<file path="config.mk">
export PLATFORM = sky130hd
export DESIGN_NAME = nested_escape_tokenizer
export DESIGN_NICKNAME = d
export VERILOG_FILES = /design/src/rtl/core/net_pkg.sv /design/src/rtl/core/net_cell.sv /design/src/rtl/core/nested_escape_tokenizer.sv
export SDC_FILE = /design/constraint.sdc
export NUM_CORES = 1
export LEC_CHECK = 0
export ABC_AREA = 1
export BUFFER_PORTS_ARGS = -buffer_cell sky130_fd_sc_hd__buf_4
export CORE_AREA = 3 3 187 189
export CTS_BUF_LIST = sky130_fd_sc_hd__clkbuf_4
export CTS_CLUSTER_SIZE = 12
export DETAILED_ROUTE_END_ITERATION = 8
export DIE_AREA = 0 0 190 192
export PLACE_DENSITY = 0.47
export SKIP_CTS_REPAIR_TIMING = 1
export SYNTH_ARGS = -nofsm -noshare
export SYNTH_HDL_FRONTEND = slang
export SYNTH_SLANG_ARGS = --single-unit
</file>
<file path="constraint.sdc">
create_clock -name i_clk -period 14.76 [get_ports i_clk]
set_input_delay 2.214 -clock i_clk [delete_from_list [all_inputs] [get_ports i_clk]]
set_output_delay 2.214 -clock i_clk [all_outputs]
set_load 0.05 [all_outputs]
</file>
<file path="src/rtl/core/net_pkg.sv">
`timescale 1ns / 1ps
// ----------------------------------------------------------------------------
// net_pkg: shared types and constants for the nested escape tokenizer
// Register indexes, word layouts and the stack cell control struct.
// ----------------------------------------------------------------------------
package net_pkg;

    // byte and word widths
    localparam int BYTE_W     = 8;
    localparam int IN_DATA_W  = 8;
    localparam int OUT_DATA_W = 16;
    localparam int CFG_IDX_W  = 3;
    localparam int CFG_DATA_W = 8;
    localparam int PAIRS_MAX  = 3;

    // configuration register indexes
    localparam logic [CFG_IDX_W-1:0] REG_DELIM   = 3'd0;
    localparam logic [CFG_IDX_W-1:0] REG_PAIRS   = 3'd1;
    localparam logic [CFG_IDX_W-1:0] REG_OPEN_A  = 3'd2;
    localparam logic [CFG_IDX_W-1:0] REG_CLOSE_A = 3'd3;
    localparam logic [CFG_IDX_W-1:0] REG_OPEN_B  = 3'd4;
    localparam logic [CFG_IDX_W-1:0] REG_CLOSE_B = 3'd5;
    localparam logic [CFG_IDX_W-1:0] REG_OPEN_C  = 3'd6;
    localparam logic [CFG_IDX_W-1:0] REG_CLOSE_C = 3'd7;

    // reset values
    localparam logic [BYTE_W-1:0] DELIM_RST = 8'd32;

    // output word bit positions
    localparam int OB_TOKEN    = 8;
    localparam int OB_BEGINS   = 9;
    localparam int OB_CLOSED   = 10;
    localparam int OB_OVERFLOW = 11;

    typedef logic [BYTE_W-1:0] t_byte;

    // shift control for the stack cells
    typedef struct packed {
        logic push;
        logic pop;
    } t_cell_ctl;

endpackage

</file>
<file path="src/rtl/core/net_cell.sv">
`timescale 1ns / 1ps
// ----------------------------------------------------------------------------
// net_cell: one entry of the shifting escape stack
// Takes the entry above on a push, the entry below on a pop, else holds.
// ----------------------------------------------------------------------------
module net_cell (
    input  logic              i_clk,
    input  net_pkg::t_cell_ctl i_ctl,
    input  net_pkg::t_byte    i_from_above,  // neighbour nearer the top (or new byte)
    input  net_pkg::t_byte    i_from_below,  // neighbour further down
    output net_pkg::t_byte    o_entry
);

    net_pkg::t_byte r_entry;
    net_pkg::t_byte n_entry;

    // shift selection
    always_comb begin
        n_entry = r_entry;
        if (i_ctl.push) begin
            n_entry = i_from_above;
        end else if (i_ctl.pop) begin
            n_entry = i_from_below;
        end
    end

    // entry is payload only: no reset
    always_ff @(posedge i_clk) begin
        r_entry <= n_entry;
    end

    assign o_entry = r_entry;

endmodule

</file>
<file path="src/rtl/core/nested_escape_tokenizer.sv">
`timescale 1ns / 1ps
// Latency: the result word is registered and appears in the cycle after its input word is taken.
// Throughput: one byte per cycle while the result stream is not stalled; the stack row
// shifts at most once per word, and the pair match and level update are combinational.
// Reset (i_rst_n low, synchronous): nesting level, token state, output valid
// and configuration registers return to their defaults; stack entries do not.
// ----------------------------------------------------------------------------
// nested_escape_tokenizer: delimiter tokenizer with nested escape pairs
// Splits a byte stream into tokens, ignoring the delimiter inside escapes.
// ----------------------------------------------------------------------------
module nested_escape_tokenizer #(
    parameter int NEST_DEPTH = 16,
    parameter int PAIR_COUNT = 3
) (
    input  logic                              i_clk,
    input  logic                              i_rst_n,
    // input stream
    input  logic                              i_s_axis_tvalid,
    output logic                              o_s_axis_tready,
    input  logic [net_pkg::IN_DATA_W-1:0]     i_s_axis_tdata,  // [7:0] char_in
    input  logic                              i_s_axis_tlast,  // end_of_string
    // result stream
    output logic                              o_m_axis_tvalid,
    input  logic                              i_m_axis_tready,
    // [7:0] char_out, [8] is_token_byte, [9] token_begins, [10] token_closed,
    // [11] nest_overflow, [15:12] zero
    output logic [net_pkg::OUT_DATA_W-1:0]    o_m_axis_tdata,
    output logic                              o_m_axis_tlast,  // last_result
    // configuration writes
    input  logic                              i_cfg_valid,
    output logic                              o_cfg_ready,
    input  logic [net_pkg::CFG_IDX_W-1:0]     i_cfg_index,
    input  logic [net_pkg::CFG_DATA_W-1:0]    i_cfg_data
);

    localparam int LVL_W = $clog2(NEST_DEPTH + 1);
    localparam logic [LVL_W-1:0] LVL_FULL = LVL_W'(NEST_DEPTH);
    localparam logic [LVL_W-1:0] LVL_ONE  = LVL_W'(1);
    localparam logic [1:0] PAIR_LIM = 2'(PAIR_COUNT);

    // configuration registers
    net_pkg::t_byte r_delim;
    logic [1:0]     r_pairs;
    net_pkg::t_byte r_open  [net_pkg::PAIRS_MAX];
    net_pkg::t_byte r_close [net_pkg::PAIRS_MAX];

    // control state
    logic [LVL_W-1:0] r_level, n_level;
    logic             r_token_open, n_token_open;

    // output register
    logic                           r_out_valid;
    logic [net_pkg::OUT_DATA_W-1:0] r_out_data;
    logic                           r_out_last;

    logic           accept;
    net_pkg::t_byte c;
    net_pkg::t_byte top;
    logic [1:0]     npairs;
    logic           is_delim, tok, begins, closed, ovf, push, pop, found;
    net_pkg::t_byte push_byte;
    net_pkg::t_cell_ctl cell_ctl;
    net_pkg::t_byte cell_q [NEST_DEPTH];

    assign o_cfg_ready     = 1'b1;
    assign o_s_axis_tready = !r_out_valid || i_m_axis_tready;
    assign accept          = i_s_axis_tvalid && o_s_axis_tready;
    assign c               = i_s_axis_tdata[net_pkg::BYTE_W-1:0];
    assign top             = cell_q[0];
    assign npairs          = (r_pairs < PAIR_LIM) ? r_pairs : PAIR_LIM;

    // configuration write decode
    always_ff @(posedge i_clk) begin
        if (!i_rst_n) begin
            r_delim <= net_pkg::DELIM_RST;
            r_pairs <= 2'd0;
            for (int i = 0; i < net_pkg::PAIRS_MAX; i++) begin
                r_open[i]  <= '0;
                r_close[i] <= '0;
            end
        end else if (i_cfg_valid && o_cfg_ready) begin
            case (i_cfg_index)
                net_pkg::REG_DELIM:   r_delim    <= i_cfg_data;
                net_pkg::REG_PAIRS:   r_pairs    <= i_cfg_data[1:0];
                net_pkg::REG_OPEN_A:  r_open[0]  <= i_cfg_data;
                net_pkg::REG_CLOSE_A: r_close[0] <= i_cfg_data;
                net_pkg::REG_OPEN_B:  r_open[1]  <= i_cfg_data;
                net_pkg::REG_CLOSE_B: r_close[1] <= i_cfg_data;
                net_pkg::REG_OPEN_C:  r_open[2]  <= i_cfg_data;
                net_pkg::REG_CLOSE_C: r_close[2] <= i_cfg_data;
                default: ;
            endcase
        end
    end

    // classify the byte and search the enabled pairs in order
    always_comb begin
        is_delim  = (c == r_delim) && (r_level == '0);
        tok       = !is_delim;
        begins    = tok && !r_token_open;
        found     = 1'b0;
        push      = 1'b0;
        pop       = 1'b0;
        ovf       = 1'b0;
        push_byte = r_open[0];
        for (int i = 0; i < PAIR_COUNT; i++) begin
            if (tok && !found && (2'(i) < npairs)) begin
                if (c == r_open[i]) begin
                    found     = 1'b1;
                    push_byte = r_open[i];
                    if (r_level < LVL_FULL) begin
                        push = 1'b1;
                    end else begin
                        ovf = 1'b1;
                    end
                end else if ((c == r_close[i]) && (r_level != '0) && (top == r_open[i])) begin
                    found = 1'b1;
                    pop   = 1'b1;
                end
            end
        end
        closed = is_delim ? r_token_open : i_s_axis_tlast;
    end

    // next level and token state; end of string clears both
    always_comb begin
        n_level      = r_level;
        n_token_open = r_token_open;
        if (accept) begin
            if (i_s_axis_tlast) begin
                n_level      = '0;
                n_token_open = 1'b0;
            end else begin
                n_token_open = tok;
                if (push) begin
                    n_level = r_level + LVL_ONE;
                end else if (pop) begin
                    n_level = r_level - LVL_ONE;
                end
            end
        end
    end

    always_ff @(posedge i_clk) begin
        if (!i_rst_n) begin
            r_level      <= '0;
            r_token_open <= 1'b0;
        end else begin
            r_level      <= n_level;
            r_token_open <= n_token_open;
        end
    end

    // stack row: cell 0 is the top
    assign cell_ctl.push = accept && push;
    assign cell_ctl.pop  = accept && pop;

    for (genvar k = 0; k < NEST_DEPTH; k++) begin : g_cell
        net_pkg::t_byte above, below;
        if (k == 0) begin : g_head
            assign above = push_byte;
        end else begin : g_mid
            assign above = cell_q[k-1];
        end
        if (k == NEST_DEPTH - 1) begin : g_tail
            assign below = cell_q[k];
        end else begin : g_body
            assign below = cell_q[k+1];
        end
        net_cell u_cell (
            .i_clk        (i_clk),
            .i_ctl        (cell_ctl),
            .i_from_above (above),
            .i_from_below (below),
            .o_entry      (cell_q[k])
        );
    end

    // output register
    always_ff @(posedge i_clk) begin
        if (!i_rst_n) begin
            r_out_valid <= 1'b0;
        end else if (o_s_axis_tready) begin
            r_out_valid <= i_s_axis_tvalid;
        end
    end

    // result word: flags above the byte, padding zero
    always_ff @(posedge i_clk) begin
        if (accept) begin
            r_out_data <= {{(net_pkg::OUT_DATA_W-net_pkg::OB_OVERFLOW-1){1'b0}},
                           ovf, closed, begins, tok, c};
            r_out_last <= i_s_axis_tlast;
        end
    end

    assign o_m_axis_tvalid = r_out_valid;
    assign o_m_axis_tdata  = r_out_data;
    assign o_m_axis_tlast  = r_out_last;

endmodule

</file>
==> metrics.md <==
| Metric | Value |
|---|---|
| Fmax | between 150 and 200 MHz |
| Slew HR | 24.62% |
| Drt initial violations | ~440 |
| Placer Congestion | between 0.8 and 0.9 |
| Post-Synthesis Cell Area | 9946 um^2 |
| TritonCTS Buffers | 58 |
| Reg2reg setup slack | 10.90 ns |
| Buffers on Ports | 39 |
| Synth top area share | 57.06% |
| Count leader, synth | nand2_1 |
| Net Switching | roughly 0.00030 W |
| Routed WL per cell | approximately 13 um |
| LEAKAGE | approximately 4.7 nW |
| Clk Latency, worst-skew pair | 0.67 ns |
| WL final | roughly 22000 um |
| Cell internal pwr | 0.0009624 W |
| Worst Hold End | g_cell[15].u_cell.o_entry[2] |
| Synth Area per Inst | a little over 9 um^2 |
| Overall Power | roughly 0.0013 W |
| Fill cells | between 3000 and 4000 |
| Via Count | slightly above 7000 |
| Pin count of the biggest net entering global routing | 107 |
| Post-synth EDFFs | approximately 190 |
| Gate power share | a little over 6% |
| Worst Setup Start Kind | input pin |
| Power per standard cell area | 111.9 nW/um^2 |
| Clk_skew | around 0.031 ns |
| Initial antenna violation count | 1 |
| Syn. warnings | 0 |
| Setup TNS | 0 ns |
| First-pass GRT wire length | 36060 um |
| Core Box Area | roughly 33000 um^2 |
| Max Slew Vio Count | 0 |
| Register area | roughly 6000 um^2 |
| Total gr overflow | 0 |
| Worst r2r src | r_open[0][6] |
| Seq cells post-synth | slightly above 200 |
| Min cycle time layout | between 5 and 6 ns |
| Switch share | about a quarter |
| Synth top area cells | edfxtp_1, nand2_1, inv_1 |
| RSZ-0062 raised after global routing | no |
| H-Tree Depth | 2 |
| Peak supply drop | 0.00005618 V |
| Ports | 45 |
| Vias in the first global route | approximately 6900 |
| Worst Hold Class | reg2reg |
| Dominant cell type by area after synthesis | edfxtp_1 |
| # rows | between 60 and 70 |
| Clk pin slew, worst setup/hold paths | around 0.060 ns |
| Die height | 192 um |
| CTS tree | done |
| Clock tree sinks | roughly 210 |
| CTS Buffer Depth | 3 |
| R2R cell count | 18 |
| Dominant synthesized flop cell | edfxtp_1 |
| Hold path start | g_cell[14].u_cell.o_entry[2] |
| Power share of the clock group | a little over two fifths |
| Worst Path Required | roughly 15 ns |
| Maximum fanout along the worst path | 62 |
| Outcome | finished, final reports clean |
| Post-route ant nets | 0 |
| Share of cells above drive strength 1 | 14.41% |
| Critical path type | in2reg |
| Fin nets | between 1000 and 1500 |
| Syn Inst Count | between 1000 and 1500 |
| Vias per inst | 4.317 |
| Final Hold Violating Endpoints | 0 |
| Dpl hpwl | ~15000 um |
| Starting Density | between 20 and 30% |
| DRT Pass-1 Iters | 5 |
| Maxcap violations | 0 |
| Crit path capture type | flip-flop |
| Final Cycle Share | about a third |
| DRC | 0 |
| Netlist cell types | 39 |
| Hold WS | approximately 0.45 ns |
| Arrival @ worst endpoint | approximately 5.3 ns |
| Fraction of registers with async set/reset | 0% |
| FF-to-FF End | g_cell[12].u_cell.o_entry[1] |
| Post-synthesis sequential area ratio | about three fifths |
| Layout area overhead | 13.74% |
| Total track usage | between 10% and 20% |
| DIE AREA | roughly 36000 um^2 |
| Hold Crit Depth | 0 |
| Synth cell count leaders | nand2_1, edfxtp_1, inv_1 |
| Die Wd | roughly 190 um |
| Final setup vio count | 0 |
| CTS root buf | clkbuf_4 |
| Area occupied by multi-input gates | approximately 3200 um^2 |
| Reg power frac | approximately 52% |
| Least-Margin Pin Slew | about 1.1 ns |
area by class of cell:
type / instances / share of cell area [%]
diodes: 1 / 0.02212
clock buffers: 96 / 6.371
clock inverters: 12 / 0.4535
inverters: 112 / 3.783
multi-input cells: 718 / 28.38
flip-flops and latches: 206 / 53.18
well taps: 448 / 4.955
repair buffers: 43 / 2.854
metal layers:
| metal | up-vias | part of all wire [%] | track usage [%] | wire length [um] |
|---|---|---|---|---|
| met4 | 0 | 3.4 | 5.431 | 758 |
| met2 | 153 | 45 | 19.32 | 9957 |
| li1 | 3618 | - | - | - |
| met3 | 52 | 4.3 | 2.719 | 957 |
| met5 | - | 0 | 0 | 0 |
| met1 | 3239 | 47 | 16.13 | 10390 |
state kept, by name (all words and copies together), names as in the netlist:
name and count:
r_delim 8, r_close 24, o_m_axis_tvalid 1, r_level 5
o_m_axis_tlast 1, r_open 24, r_token_open 1, o_m_axis_tdata 12
g_cell.u_cell.o_entry 128, r_pairs 2
placed cells by master, fill, tap and decap left out, drive strengths merged:
cell type  Yosys  final
a21o           1      1
a21oi         19     19
buf           36     43
clkbuf         8     96
clkinv         0     10
clkinvlp       0      1
conb           2      5
dfxtp         17     17
diode          0      1
edfxtp       189    189
ha             2      2
inv          112    113
mux2           1      1
nand2        456    456
nand3         24     24
nand3b         1      1
nand4          8      8
nor2          72     72
nor3           3      3
nor4           1      1
o211a          1      1
o211ai         1      1
o21a           4      4
o21ai         77     77
o22ai          3      3
xnor2         24     24
xor2          15     15
how the worst max path moves through the flow:
stage	start	to	slack, ns	depth (start not counted)
6_report	i_s_axis_tdata[6]	g_cell[12].u_cell.o_entry[1]	9.72	19
4_1_cts	i_s_axis_tdata[7]	g_cell[13].u_cell.o_entry[0]	9.72	14
5_1_grt	i_s_axis_tdata[3]	g_cell[11].u_cell.o_entry[5]	9.42	19
3_3_place_gp	i_s_axis_tdata[7]	g_cell[14].u_cell.o_entry[5]	9.00	14
3_5_place_dp	i_s_axis_tdata[7]	g_cell[14].u_cell.o_entry[5]	8.97	14
2_1_floorplan	i_m_axis_tready	g_cell[0].u_cell.o_entry[0]	8.48	6
cell families after synthesis:
family,synth area share [%]
adders and majority gates,0.2516
other,0.07551
and+or+nand+nor,22.68
xor gates and xnor gates,3.434
AOI/OAI and AO/OA,5.611
DFF,60.49
buffers and inverters,7.347
muxes,0.1132
through the flow:
| step | util [%] | cells | cell area (um^2) | setup slack, ns |
|---|---|---|---|---|
| 2_1_floorplan | - | 1080 | 9957 | 8.477 |
| 3_3_place_gp | 31.50 | 1527 | 10540 | 9.004 |
| 3_5_place_dp | 31.50 | 1527 | 10540 | 8.971 |
| 4_1_cts | 33.81 | 1635 | 11310 | 9.717 |
| 5_1_grt | 33.82 | 1636 | 11310 | 9.416 |
| 6_report | 33.82 | 1636 | 11310 | 9.718 |
worst max-delay path: stages:
cell and delay (ns):
buf_4 0.16, inv_2 0.08, nand2_1 0.05, nand2_1 0.09, inv_1 0.05, nand2_1 0.06
nor2_1 0.06, nand2_1 0.09, nand2_1 0.05, nor2_1 0.11, nand3_2 0.28, nand2_2 0.15
inv_2 0.06, nand2_4 0.08, nand2_4 0.10, nand4_2 0.10, nand2_1 0.12, inv_4 0.61
buf_4 0.74
power groups by stage:
stage | logic (W) | clock network (W) | registers, W
CTS | 0.0000781 | 0.000560 | 0.000656
global route | 0.0000857 | 0.000594 | 0.000657
global placement | 0.0000781 | 0 | 0.000669
floorplan | 0.0000484 | 0 | 0.000672
detailed placement | 0.0000777 | 0 | 0.000669
finish | 0.0000766 | 0.000533 | 0.000656
Power figures use the tool's default switching activity.
